<file path="src/design/assert_macros.svh">
// Assertion macros shared by the scroll delta divider RTL.
// No dependencies; included by files that carry concurrent assertions.
`ifndef ASSERT_MACROS_SVH
`define ASSERT_MACROS_SVH

// Property must hold at every clock edge outside reset.
`define SDD_ASSERT(lbl, clk, rst, prop, msg) \
  lbl: assert property (@(posedge clk) disable iff (rst) (prop)) else $error(msg);

// Antecedent in this cycle implies consequent in the next cycle.
`define SDD_ASSERT_NEXT(lbl, clk, rst, ante, cons, msg) \
  lbl: assert property (@(posedge clk) disable iff (rst) (ante) |=> (cons)) else $error(msg);

`endif

</file>
<file path="src/design/sdd_pkg.sv">
// Shared constants, register indexes and controller/datapath interface types
// for the scroll delta divider. No dependencies.
package sdd_pkg;

  localparam int DELTA_BITS_DEF   = 16;
  localparam int DIVISOR_BITS_DEF = 8;
  localparam int WHEEL_BITS       = 8;
  localparam int DIVISOR_RESET    = 8;

  localparam int CFG_INDEX_BITS = 2;
  localparam logic [CFG_INDEX_BITS-1:0] REG_SCROLL_DIVISOR = 2'd0;
  localparam logic [CFG_INDEX_BITS-1:0] REG_HSCROLL_OFF    = 2'd1;

  // controller -> datapath
  typedef struct packed {
    logic load;    // capture report, form remainder sums
    logic to_abs;  // sums to sign and magnitude
    logic step;    // one restoring division step on both axes
    logic commit;  // write result registers and remainders
  } sdd_cmd_t;

  // datapath -> controller
  typedef struct packed {
    logic scroll;  // captured report is in scroll mode
  } sdd_stat_t;

endpackage

</file>
<file path="src/design/scroll_delta_divider.sv">
// Scroll delta divider: one result per pointer-motion report. A report with
// scroll_mode low passes through the ABS and DONE states to the result. A
// scroll report also runs the DIV state between them: the two axes share
// one step counter and each runs a bit-serial restoring divider, one
// quotient bit per cycle over the SUM_BITS-wide remainder sum, where
// SUM_BITS = max(DELTA_BITS, DIVISOR_BITS + 1) + 1. One report is in
// work at a time; the next is accepted once the current result has moved
// into the output register, even while that result is still stalled.
// Depends on sdd_pkg, sdd_ctrl, sdd_dp and assert_macros.svh.
`include "assert_macros.svh"

module scroll_delta_divider #(
  parameter int DELTA_BITS   = sdd_pkg::DELTA_BITS_DEF,
  parameter int DIVISOR_BITS = sdd_pkg::DIVISOR_BITS_DEF
) (
  input  logic                                  clk,
  input  logic                                  rst,
  input  logic                                  cfg_valid,
  output logic                                  cfg_ready,
  input  logic [sdd_pkg::CFG_INDEX_BITS-1:0]    cfg_index,
  input  logic [DIVISOR_BITS-1:0]               cfg_data,
  input  logic                                  in_valid,
  output logic                                  in_stall,
  input  logic signed [DELTA_BITS-1:0]          delta_x,
  input  logic signed [DELTA_BITS-1:0]          delta_y,
  input  logic signed [sdd_pkg::WHEEL_BITS-1:0] wheel_h_in,
  input  logic signed [sdd_pkg::WHEEL_BITS-1:0] wheel_v_in,
  input  logic                                  scroll_mode,
  output logic                                  out_valid,
  input  logic                                  out_stall,
  output logic signed [DELTA_BITS-1:0]          cursor_x,
  output logic signed [DELTA_BITS-1:0]          cursor_y,
  output logic signed [sdd_pkg::WHEEL_BITS-1:0] wheel_h,
  output logic signed [sdd_pkg::WHEEL_BITS-1:0] wheel_v
);
  import sdd_pkg::*;

  localparam int WIDE_BITS = (DELTA_BITS > DIVISOR_BITS + 1) ? DELTA_BITS : DIVISOR_BITS + 1;
  localparam int SUM_BITS  = WIDE_BITS + 1;

  sdd_cmd_t  cmd;
  sdd_stat_t stat;

  assign cfg_ready = 1'b1;

  sdd_ctrl #(
    .STEPS (SUM_BITS)
  ) u_ctrl (
    .clk       (clk),
    .rst       (rst),
    .in_valid  (in_valid),
    .in_stall  (in_stall),
    .out_valid (out_valid),
    .out_stall (out_stall),
    .stat      (stat),
    .cmd       (cmd)
  );

  sdd_dp #(
    .DELTA_BITS   (DELTA_BITS),
    .DIVISOR_BITS (DIVISOR_BITS),
    .SUM_BITS     (SUM_BITS)
  ) u_dp (
    .clk         (clk),
    .rst         (rst),
    .cmd         (cmd),
    .stat        (stat),
    .cfg_write   (cfg_valid && cfg_ready),
    .cfg_index   (cfg_index),
    .cfg_data    (cfg_data),
    .delta_x     (delta_x),
    .delta_y     (delta_y),
    .wheel_h_in  (wheel_h_in),
    .wheel_v_in  (wheel_v_in),
    .scroll_mode (scroll_mode),
    .cursor_x    (cursor_x),
    .cursor_y    (cursor_y),
    .wheel_h     (wheel_h),
    .wheel_v     (wheel_v)
  );

  `SDD_ASSERT_NEXT(a_busy_after_accept, clk, rst, in_valid && !in_stall, in_stall, "accepted report did not hold off the input")
  `SDD_ASSERT_NEXT(a_commit_shows, clk, rst, cmd.commit, out_valid, "committed result not presented")
  `SDD_ASSERT(a_step_busy, clk, rst, !(cmd.step || cmd.to_abs) || in_stall, "divider active while input open")
  `SDD_ASSERT_NEXT(a_taken_drops, clk, rst, out_valid && !out_stall && !cmd.commit, !out_valid, "result repeated after transaction")

endmodule

</file>
<file path="src/design/sdd_ctrl.sv">
// Sequencer for the scroll delta divider: handshakes, step counter, commands.
// Depends on sdd_pkg.
module sdd_ctrl #(
  parameter int STEPS = 17
) (
  input  logic                clk,
  input  logic                rst,
  input  logic                in_valid,
  output logic                in_stall,
  output logic                out_valid,
  input  logic                out_stall,
  input  sdd_pkg::sdd_stat_t  stat,
  output sdd_pkg::sdd_cmd_t   cmd
);
  import sdd_pkg::*;

  localparam int CNT_BITS = $clog2(STEPS);

  localparam logic [1:0] ST_IDLE = 2'd0;
  localparam logic [1:0] ST_ABS  = 2'd1;
  localparam logic [1:0] ST_DIV  = 2'd2;
  localparam logic [1:0] ST_DONE = 2'd3;

  logic [1:0]          state, state_next;
  logic [CNT_BITS-1:0] cnt, cnt_next;
  logic                out_take;

  assign in_stall = (state != ST_IDLE);
  assign out_take = out_valid && !out_stall;

  assign cmd.load   = (state == ST_IDLE) && in_valid;
  assign cmd.to_abs = (state == ST_ABS);
  assign cmd.step   = (state == ST_DIV);
  // result register frees up in the same cycle it is taken
  assign cmd.commit = (state == ST_DONE) && (!out_valid || !out_stall);

  always_comb begin
    state_next = state;
    cnt_next   = cnt;
    case (state)
      ST_IDLE: begin
        if (in_valid) state_next = ST_ABS;
      end
      ST_ABS: begin
        cnt_next   = '0;
        state_next = stat.scroll ? ST_DIV : ST_DONE;
      end
      ST_DIV: begin
        cnt_next = cnt + 1'b1;
        if (cnt == CNT_BITS'(STEPS - 1)) state_next = ST_DONE;
      end
      ST_DONE: begin
        if (cmd.commit) state_next = ST_IDLE;
      end
      default: state_next = ST_IDLE;
    endcase
  end

  always_ff @(posedge clk) begin
    if (rst) begin
      state     <= ST_IDLE;
      cnt       <= '0;
      out_valid <= 1'b0;
    end else begin
      state <= state_next;
      cnt   <= cnt_next;
      if (cmd.commit) out_valid <= 1'b1;
      else if (out_take) out_valid <= 1'b0;
    end
  end

endmodule

</file>
<file path="src/design/sdd_dp.sv">
// Datapath for the scroll delta divider: config registers, remainders and two
// bit-serial restoring dividers stepped in lockstep. Depends on sdd_pkg.
module sdd_dp #(
  parameter int DELTA_BITS   = sdd_pkg::DELTA_BITS_DEF,
  parameter int DIVISOR_BITS = sdd_pkg::DIVISOR_BITS_DEF,
  parameter int SUM_BITS     = 17
) (
  input  logic                                 clk,
  input  logic                                 rst,
  input  sdd_pkg::sdd_cmd_t                    cmd,
  output sdd_pkg::sdd_stat_t                   stat,
  input  logic                                 cfg_write,
  input  logic [sdd_pkg::CFG_INDEX_BITS-1:0]   cfg_index,
  input  logic [DIVISOR_BITS-1:0]              cfg_data,
  input  logic signed [DELTA_BITS-1:0]         delta_x,
  input  logic signed [DELTA_BITS-1:0]         delta_y,
  input  logic signed [sdd_pkg::WHEEL_BITS-1:0] wheel_h_in,
  input  logic signed [sdd_pkg::WHEEL_BITS-1:0] wheel_v_in,
  input  logic                                 scroll_mode,
  output logic signed [DELTA_BITS-1:0]         cursor_x,
  output logic signed [DELTA_BITS-1:0]         cursor_y,
  output logic signed [sdd_pkg::WHEEL_BITS-1:0] wheel_h,
  output logic signed [sdd_pkg::WHEEL_BITS-1:0] wheel_v
);
  import sdd_pkg::*;

  localparam int REM_BITS = DIVISOR_BITS + 1;

  logic [DIVISOR_BITS-1:0] divisor;
  logic                    hscroll_off;
  logic [DIVISOR_BITS-1:0] d_eff;

  logic [REM_BITS-1:0] h_rem, v_rem;

  logic [DELTA_BITS-1:0] dx_q, dy_q, neg_dy;
  logic [WHEEL_BITS-1:0] wh_q, wv_q;
  logic                  scroll_q;

  // sum, then magnitude, then quotient shifting in from the bottom
  logic [SUM_BITS-1:0] a_h, a_v;
  logic                sign_h, sign_v;
  logic [REM_BITS-1:0] pr_h, pr_v;
  logic [REM_BITS-1:0] rs_h, rs_v;
  logic                ge_h, ge_v;

  assign d_eff  = (divisor == '0) ? DIVISOR_BITS'(1) : divisor;
  assign neg_dy = '0 - delta_y;
  assign stat.scroll = scroll_q;

  assign rs_h = {pr_h[DIVISOR_BITS-1:0], a_h[SUM_BITS-1]};
  assign rs_v = {pr_v[DIVISOR_BITS-1:0], a_v[SUM_BITS-1]};
  assign ge_h = (rs_h >= {1'b0, d_eff});
  assign ge_v = (rs_v >= {1'b0, d_eff});

  always_ff @(posedge clk) begin
    if (rst) begin
      divisor     <= DIVISOR_BITS'(DIVISOR_RESET);
      hscroll_off <= 1'b0;
    end else if (cfg_write) begin
      if (cfg_index == REG_SCROLL_DIVISOR) divisor <= cfg_data;
      else if (cfg_index == REG_HSCROLL_OFF) hscroll_off <= cfg_data[0];
    end
  end

  always_ff @(posedge clk) begin
    if (rst) begin
      h_rem <= '0;
      v_rem <= '0;
    end else if (cmd.commit) begin
      if (!scroll_q) begin
        h_rem <= '0;
        v_rem <= '0;
      end else begin
        h_rem <= hscroll_off ? '0 : (sign_h ? ('0 - pr_h) : pr_h);
        v_rem <= sign_v ? ('0 - pr_v) : pr_v;
      end
    end
  end

  always_ff @(posedge clk) begin
    if (cmd.load) begin
      dx_q     <= delta_x;
      dy_q     <= delta_y;
      wh_q     <= wheel_h_in;
      wv_q     <= wheel_v_in;
      scroll_q <= scroll_mode;
      a_h <= {{(SUM_BITS-REM_BITS){h_rem[REM_BITS-1]}}, h_rem}
           + {{(SUM_BITS-DELTA_BITS){delta_x[DELTA_BITS-1]}}, delta_x};
      a_v <= {{(SUM_BITS-REM_BITS){v_rem[REM_BITS-1]}}, v_rem}
           + {{(SUM_BITS-DELTA_BITS){neg_dy[DELTA_BITS-1]}}, neg_dy};
    end else if (cmd.to_abs) begin
      sign_h <= a_h[SUM_BITS-1];
      sign_v <= a_v[SUM_BITS-1];
      a_h    <= a_h[SUM_BITS-1] ? ('0 - a_h) : a_h;
      a_v    <= a_v[SUM_BITS-1] ? ('0 - a_v) : a_v;
      pr_h   <= '0;
      pr_v   <= '0;
    end else if (cmd.step) begin
      pr_h <= ge_h ? (rs_h - {1'b0, d_eff}) : rs_h;
      pr_v <= ge_v ? (rs_v - {1'b0, d_eff}) : rs_v;
      a_h  <= {a_h[SUM_BITS-2:0], ge_h};
      a_v  <= {a_v[SUM_BITS-2:0], ge_v};
    end
  end

  // quotient sign follows the sum; only the low wheel bits are kept
  always_ff @(posedge clk) begin
    if (cmd.commit) begin
      if (!scroll_q) begin
        cursor_x <= dx_q;
        cursor_y <= dy_q;
        wheel_h  <= wh_q;
        wheel_v  <= wv_q;
      end else begin
        cursor_x <= '0;
        cursor_y <= '0;
        if (hscroll_off) wheel_h <= '0;
        else wheel_h <= sign_h ? ('0 - a_h[WHEEL_BITS-1:0]) : a_h[WHEEL_BITS-1:0];
        wheel_v <= sign_v ? ('0 - a_v[WHEEL_BITS-1:0]) : a_v[WHEEL_BITS-1:0];
      end
    end
  end

endmodule

</file>
<file path="config.mk">
export PLATFORM = sky130hd
export DESIGN_NAME = scroll_delta_divider
export DESIGN_NICKNAME = d
export VERILOG_FILES = /design/src/design/sdd_pkg.sv /design/src/design/scroll_delta_divider.sv /design/src/design/sdd_ctrl.sv /design/src/design/sdd_dp.sv
export VERILOG_INCLUDE_DIRS = /design/src /design/src/design
export SDC_FILE = /design/constraint.sdc
export NUM_CORES = 1
export LEC_CHECK = 0
export BUFFER_PORTS_ARGS = -buffer_cell sky130_fd_sc_hd__buf_2
export CELL_PAD_IN_SITES_DETAIL_PLACEMENT = 1
export CELL_PAD_IN_SITES_GLOBAL_PLACEMENT = 1
export CORE_MARGIN = 2
export CORE_UTILIZATION = 47
export DETAILED_ROUTE_END_ITERATION = 12
export PLACE_DENSITY_LB_ADDON = 0.1
export SYNTH_ARGS = -nofsm -noshare
export SYNTH_HDL_FRONTEND = slang
export SYNTH_SLANG_ARGS = --single-unit
</file>
<file path="constraint.sdc">
create_clock -name clk -period 3.9 [get_ports clk]
set_input_delay 0.39 -clock clk [delete_from_list [all_inputs] [get_ports clk]]
set_output_delay 0.39 -clock clk [all_outputs]
set_load 0.005 [all_outputs]
</file>
==> summary.txt <==
initial antenna violation count - 0
distinct cell type count of the synthesized netlist - 60
Setup Viol. Count Final - 0
Net Sw Power - 3.54 mW
global-route wire length before repair - 43.5 mm
EDFF count, synth - 151
overflow left after global routing - 0
flip-flop and latch count after synthesis - 186
CTS tree - built
path type of the worst setup path - input port to flop
transition time at the pin with the least slew margin - 0.923 ns
number of nets in the final layout - 1,264
number of global-route vias before repair - 8,408
Root Driver - clkbuf_16
overall die height - 154 um
worst hold slack after final layout - 0.134 ns
internal power summed over all cells - 5.41 mW
Syn Nets - 1,158
Post-Place Setup Slack - 0.316 ns
average cell area after synthesis - 10.3 sq um
count of yosys warnings during synthesis - 0
Row Count - 55
HPWL Detailed - 19.3 mm
fraction of registers with async set or reset after synthesis - 0
clock power share - 0.192
global placer's final weighted congestion - 0.813
n_diodes - 0
Max-cap violations - 0
Initial Util - 0.474
Syn-to-layout area delta - 13.6%
pin count of the biggest net entering global routing - 63
final worst path period need - 3.16 ns
final clock period utilization by the worst path - 0.809
mapped cell area - 0.0106 sq mm
Final Slew Violations - 0
top_reg_cell synth - edfxtp_1
CTS Hold Buffers Added - 0
dpl cells - 1,400
final routed DRC violation total - 0
pwr/cell area - 741 mW/mm^2
Final Hold Fails - 0
part of the total power dissipated in sequential elements - 0.406
DIE AREA - 0.0238 sq mm
PnR worst setup slack - 0.743 ns
Total Negative Setup Slacks - 0 ns
average wire per cell in the routed design - 18.7 um
I/O pin cnt - 115
clk slew on worst S/H paths - 0.07 ns
Via Count - 8,140
Peak supply drop - 0.451 mV
total global-route track usage - 0.230
final antenna-violating net count - 0
number of cells in the finished layout apart from fillers - 1,432
clock network latency to the later pin of the worst-skew pair - 0.44 ns
starting DRC count in detailed routing - 429
post-CTS repair timing setup buffer count - 0
run status - finished, final reports clean
Worst EP arrival - 3.33 ns
most frequent cells in the layout - edfxtp_1, buf_2, nor2_1, ha_1, a21oi_1
RSZ-0062 raised after global routing - false
switching power share of the total - 0.395
largest driver fanout on the critical path - 5
IO buf count - 113
floorplan die width - 154 um
First-pass DRT Iterations - 5
Core Box Area - 0.0224 sq mm
path category of the worst min-delay check - input port to flop
maximum buffer depth of the clock tree - 2
gate count of the mapped netlist - 1,028
number of H-tree levels - 4
share of synthesized area occupied by flip-flops and latches - 0.492
relative slew slack - 0.385
clock net sink count - 186
power share of the combinational group - 0.402
post_cts resized - 0
leading cell type in the layout, fill and taps excluded - edfxtp_1
leakage dissipation - 4.67 nW
required time reported for the critical path endpoint - 4.08 ns
endpoint kind of the worst setup timing path - flop
Fillers - 2,464
total routed wirelength - 26.8 mm
total CTS buffers - 17
type of origin of the critical path - input port
Avg Vias per Cell - 5.68
worst-case clock skew - 0.0106 ns
max frequency - 0.317 GHz
share of layout cells above drive strength 1 - 0.145
==> layout make-up <==
type / instances / area (sq um) / share of cell area
clock inverters: 10 / 75.1 / 0.00622
clock buffers: 22 / 497 / 0.0411
inverters: 55 / 206 / 0.0171
well taps: 285 / 357 / 0.0295
flip-flops and latches: 186 / 5240 / 0.433
repair buffers: 128 / 678 / 0.0561
multi-input cells: 746 / 5030 / 0.416
==> cells in the mapped netlist, types with 7 or more instances <==
| master | instances | area share |
|---|---|---|
| edfxtp_1 | 151 | 0.43 |
| nor2_1 | 105 | 0.037 |
| ha_1 | 62 | 0.073 |
| a21oi_1 | 61 | 0.029 |
| o21ai_0 | 57 | 0.027 |
| inv_1 | 55 | 0.019 |
| nand2_1 | 54 | 0.019 |
| xor2_1 | 47 | 0.039 |
| xnor2_1 | 44 | 0.036 |
| nor2b_1 | 42 | 0.025 |
| clkbuf_1 | 35 | 0.012 |
| dfxtp_1 | 35 | 0.066 |
| nor3_1 | 27 | 0.013 |
| mux2i_1 | 21 | 0.020 |
| a22oi_1 | 20 | 0.014 |
| nand3_1 | 19 | 0.0089 |
| nand2b_1 | 16 | 0.0094 |
| o21ai_1 | 14 | 0.0066 |
| a21o_1 | 12 | 0.0085 |
| o22ai_1 | 12 | 0.0071 |
| a211oi_1 | 11 | 0.0078 |
| o211ai_1 | 10 | 0.0071 |
| o31ai_1 | 10 | 0.0071 |
| nand3b_1 | 9 | 0.0064 |
| nor4_1 | 9 | 0.0053 |
| a32oi_1 | 7 | 0.0058 |
==> state kept, by name, summed over array words and instances, names as in the netlist, 2 cells and up <==
| register | count |
|---|---|
| u_dp.wheel_h | 8 |
| u_dp.v_rem | 9 |
| u_dp.pr_h | 9 |
| u_dp.divisor | 8 |
| u_dp.wv_q | 8 |
| u_dp.wheel_v | 8 |
| u_dp.pr_v | 9 |
| u_dp.dx_q | 16 |
| u_ctrl.cnt | 5 |
| u_dp.cursor_x | 16 |
| u_dp.a_h | 17 |
| u_dp.cursor_y | 16 |
| u_dp.wh_q | 8 |
| u_dp.h_rem | 9 |
| u_dp.dy_q | 16 |
| u_dp.a_v | 17 |
| u_ctrl.state | 2 |
==> metrics by stage <==
stage	cell area (sq um)	total power [mW]	util
3_5_place_dp	11500	7.27	0.513
5_1_grt	12100	9.57	0.538
6_report	12100	8.95	0.538
2_1_floorplan	10600	6.13	-
3_3_place_gp	11500	7.12	0.513
4_1_cts	12100	9.01	0.538
==> critical path, cell delays in order <==
cell and delay, ns:
buf_2 0.12, nor4_1 0.33, buf_4 0.19, nand2_1 0.07, xor2_1 0.15, ha_1 0.34
a2111oi_0 0.51, o21ai_1 0.17, a311oi_1 0.43, nor3b_1 0.15, o21ai_0 0.25, a211o_1 0.16
nand3_1 0.07
==> routing by layer <==
metal | track usage | vias up | routed length [um]
met3 | 0.0345 | 26 | 826
met4 | 0.0622 | 0 | 397
met1 | 0.307 | 4031 | 12500
met5 | 0 | - | 0
met2 | 0.392 | 114 | 13200
li1 | - | 3969 | -
==> worst paths after layout <==
path                                 startpoint            end  slack [ns]  cells past startpoint
worst min register to register    u_dp.v_rem[0]  u_dp.v_rem[0]        0.47                      2
worst max-delay path                 delta_y[5]   u_dp.a_v[11]        0.74                     13
worst max register to register  u_dp.divisor[3]   u_dp.pr_h[8]        0.86                     10
worst min-delay path                scroll_mode      u_dp.stat        0.13                      1
==> power by group through the flow <==
stage	combinational (mW)	sequential [mW]	clock [mW]
finish	3.59	3.64	1.72
global route	4.03	3.72	1.81
CTS	3.63	3.63	1.75
detailed placement	3.60	3.67	0
global placement	3.48	3.64	0
floorplan	2.69	3.44	0
==> cells by family (layout without fill, tap and decap cells) <==
family | after synthesis | in the layout | synth area share
AND/OR/NAND/NOR | 311 | 311 | 0.145
AO/OA/AOI/OAI | 255 | 255 | 0.152
flip-flops | 186 | 186 | 0.492
buffers and inverters | 96 | 215 | 0.0346
XOR/XNOR | 91 | 91 | 0.0750
adder cells (fa/ha/maj) | 66 | 66 | 0.0805
multiplexers | 22 | 22 | 0.0208
other | 1 | 1 | 0.000353
Note: power is estimated with default switching activity, not from simulation.
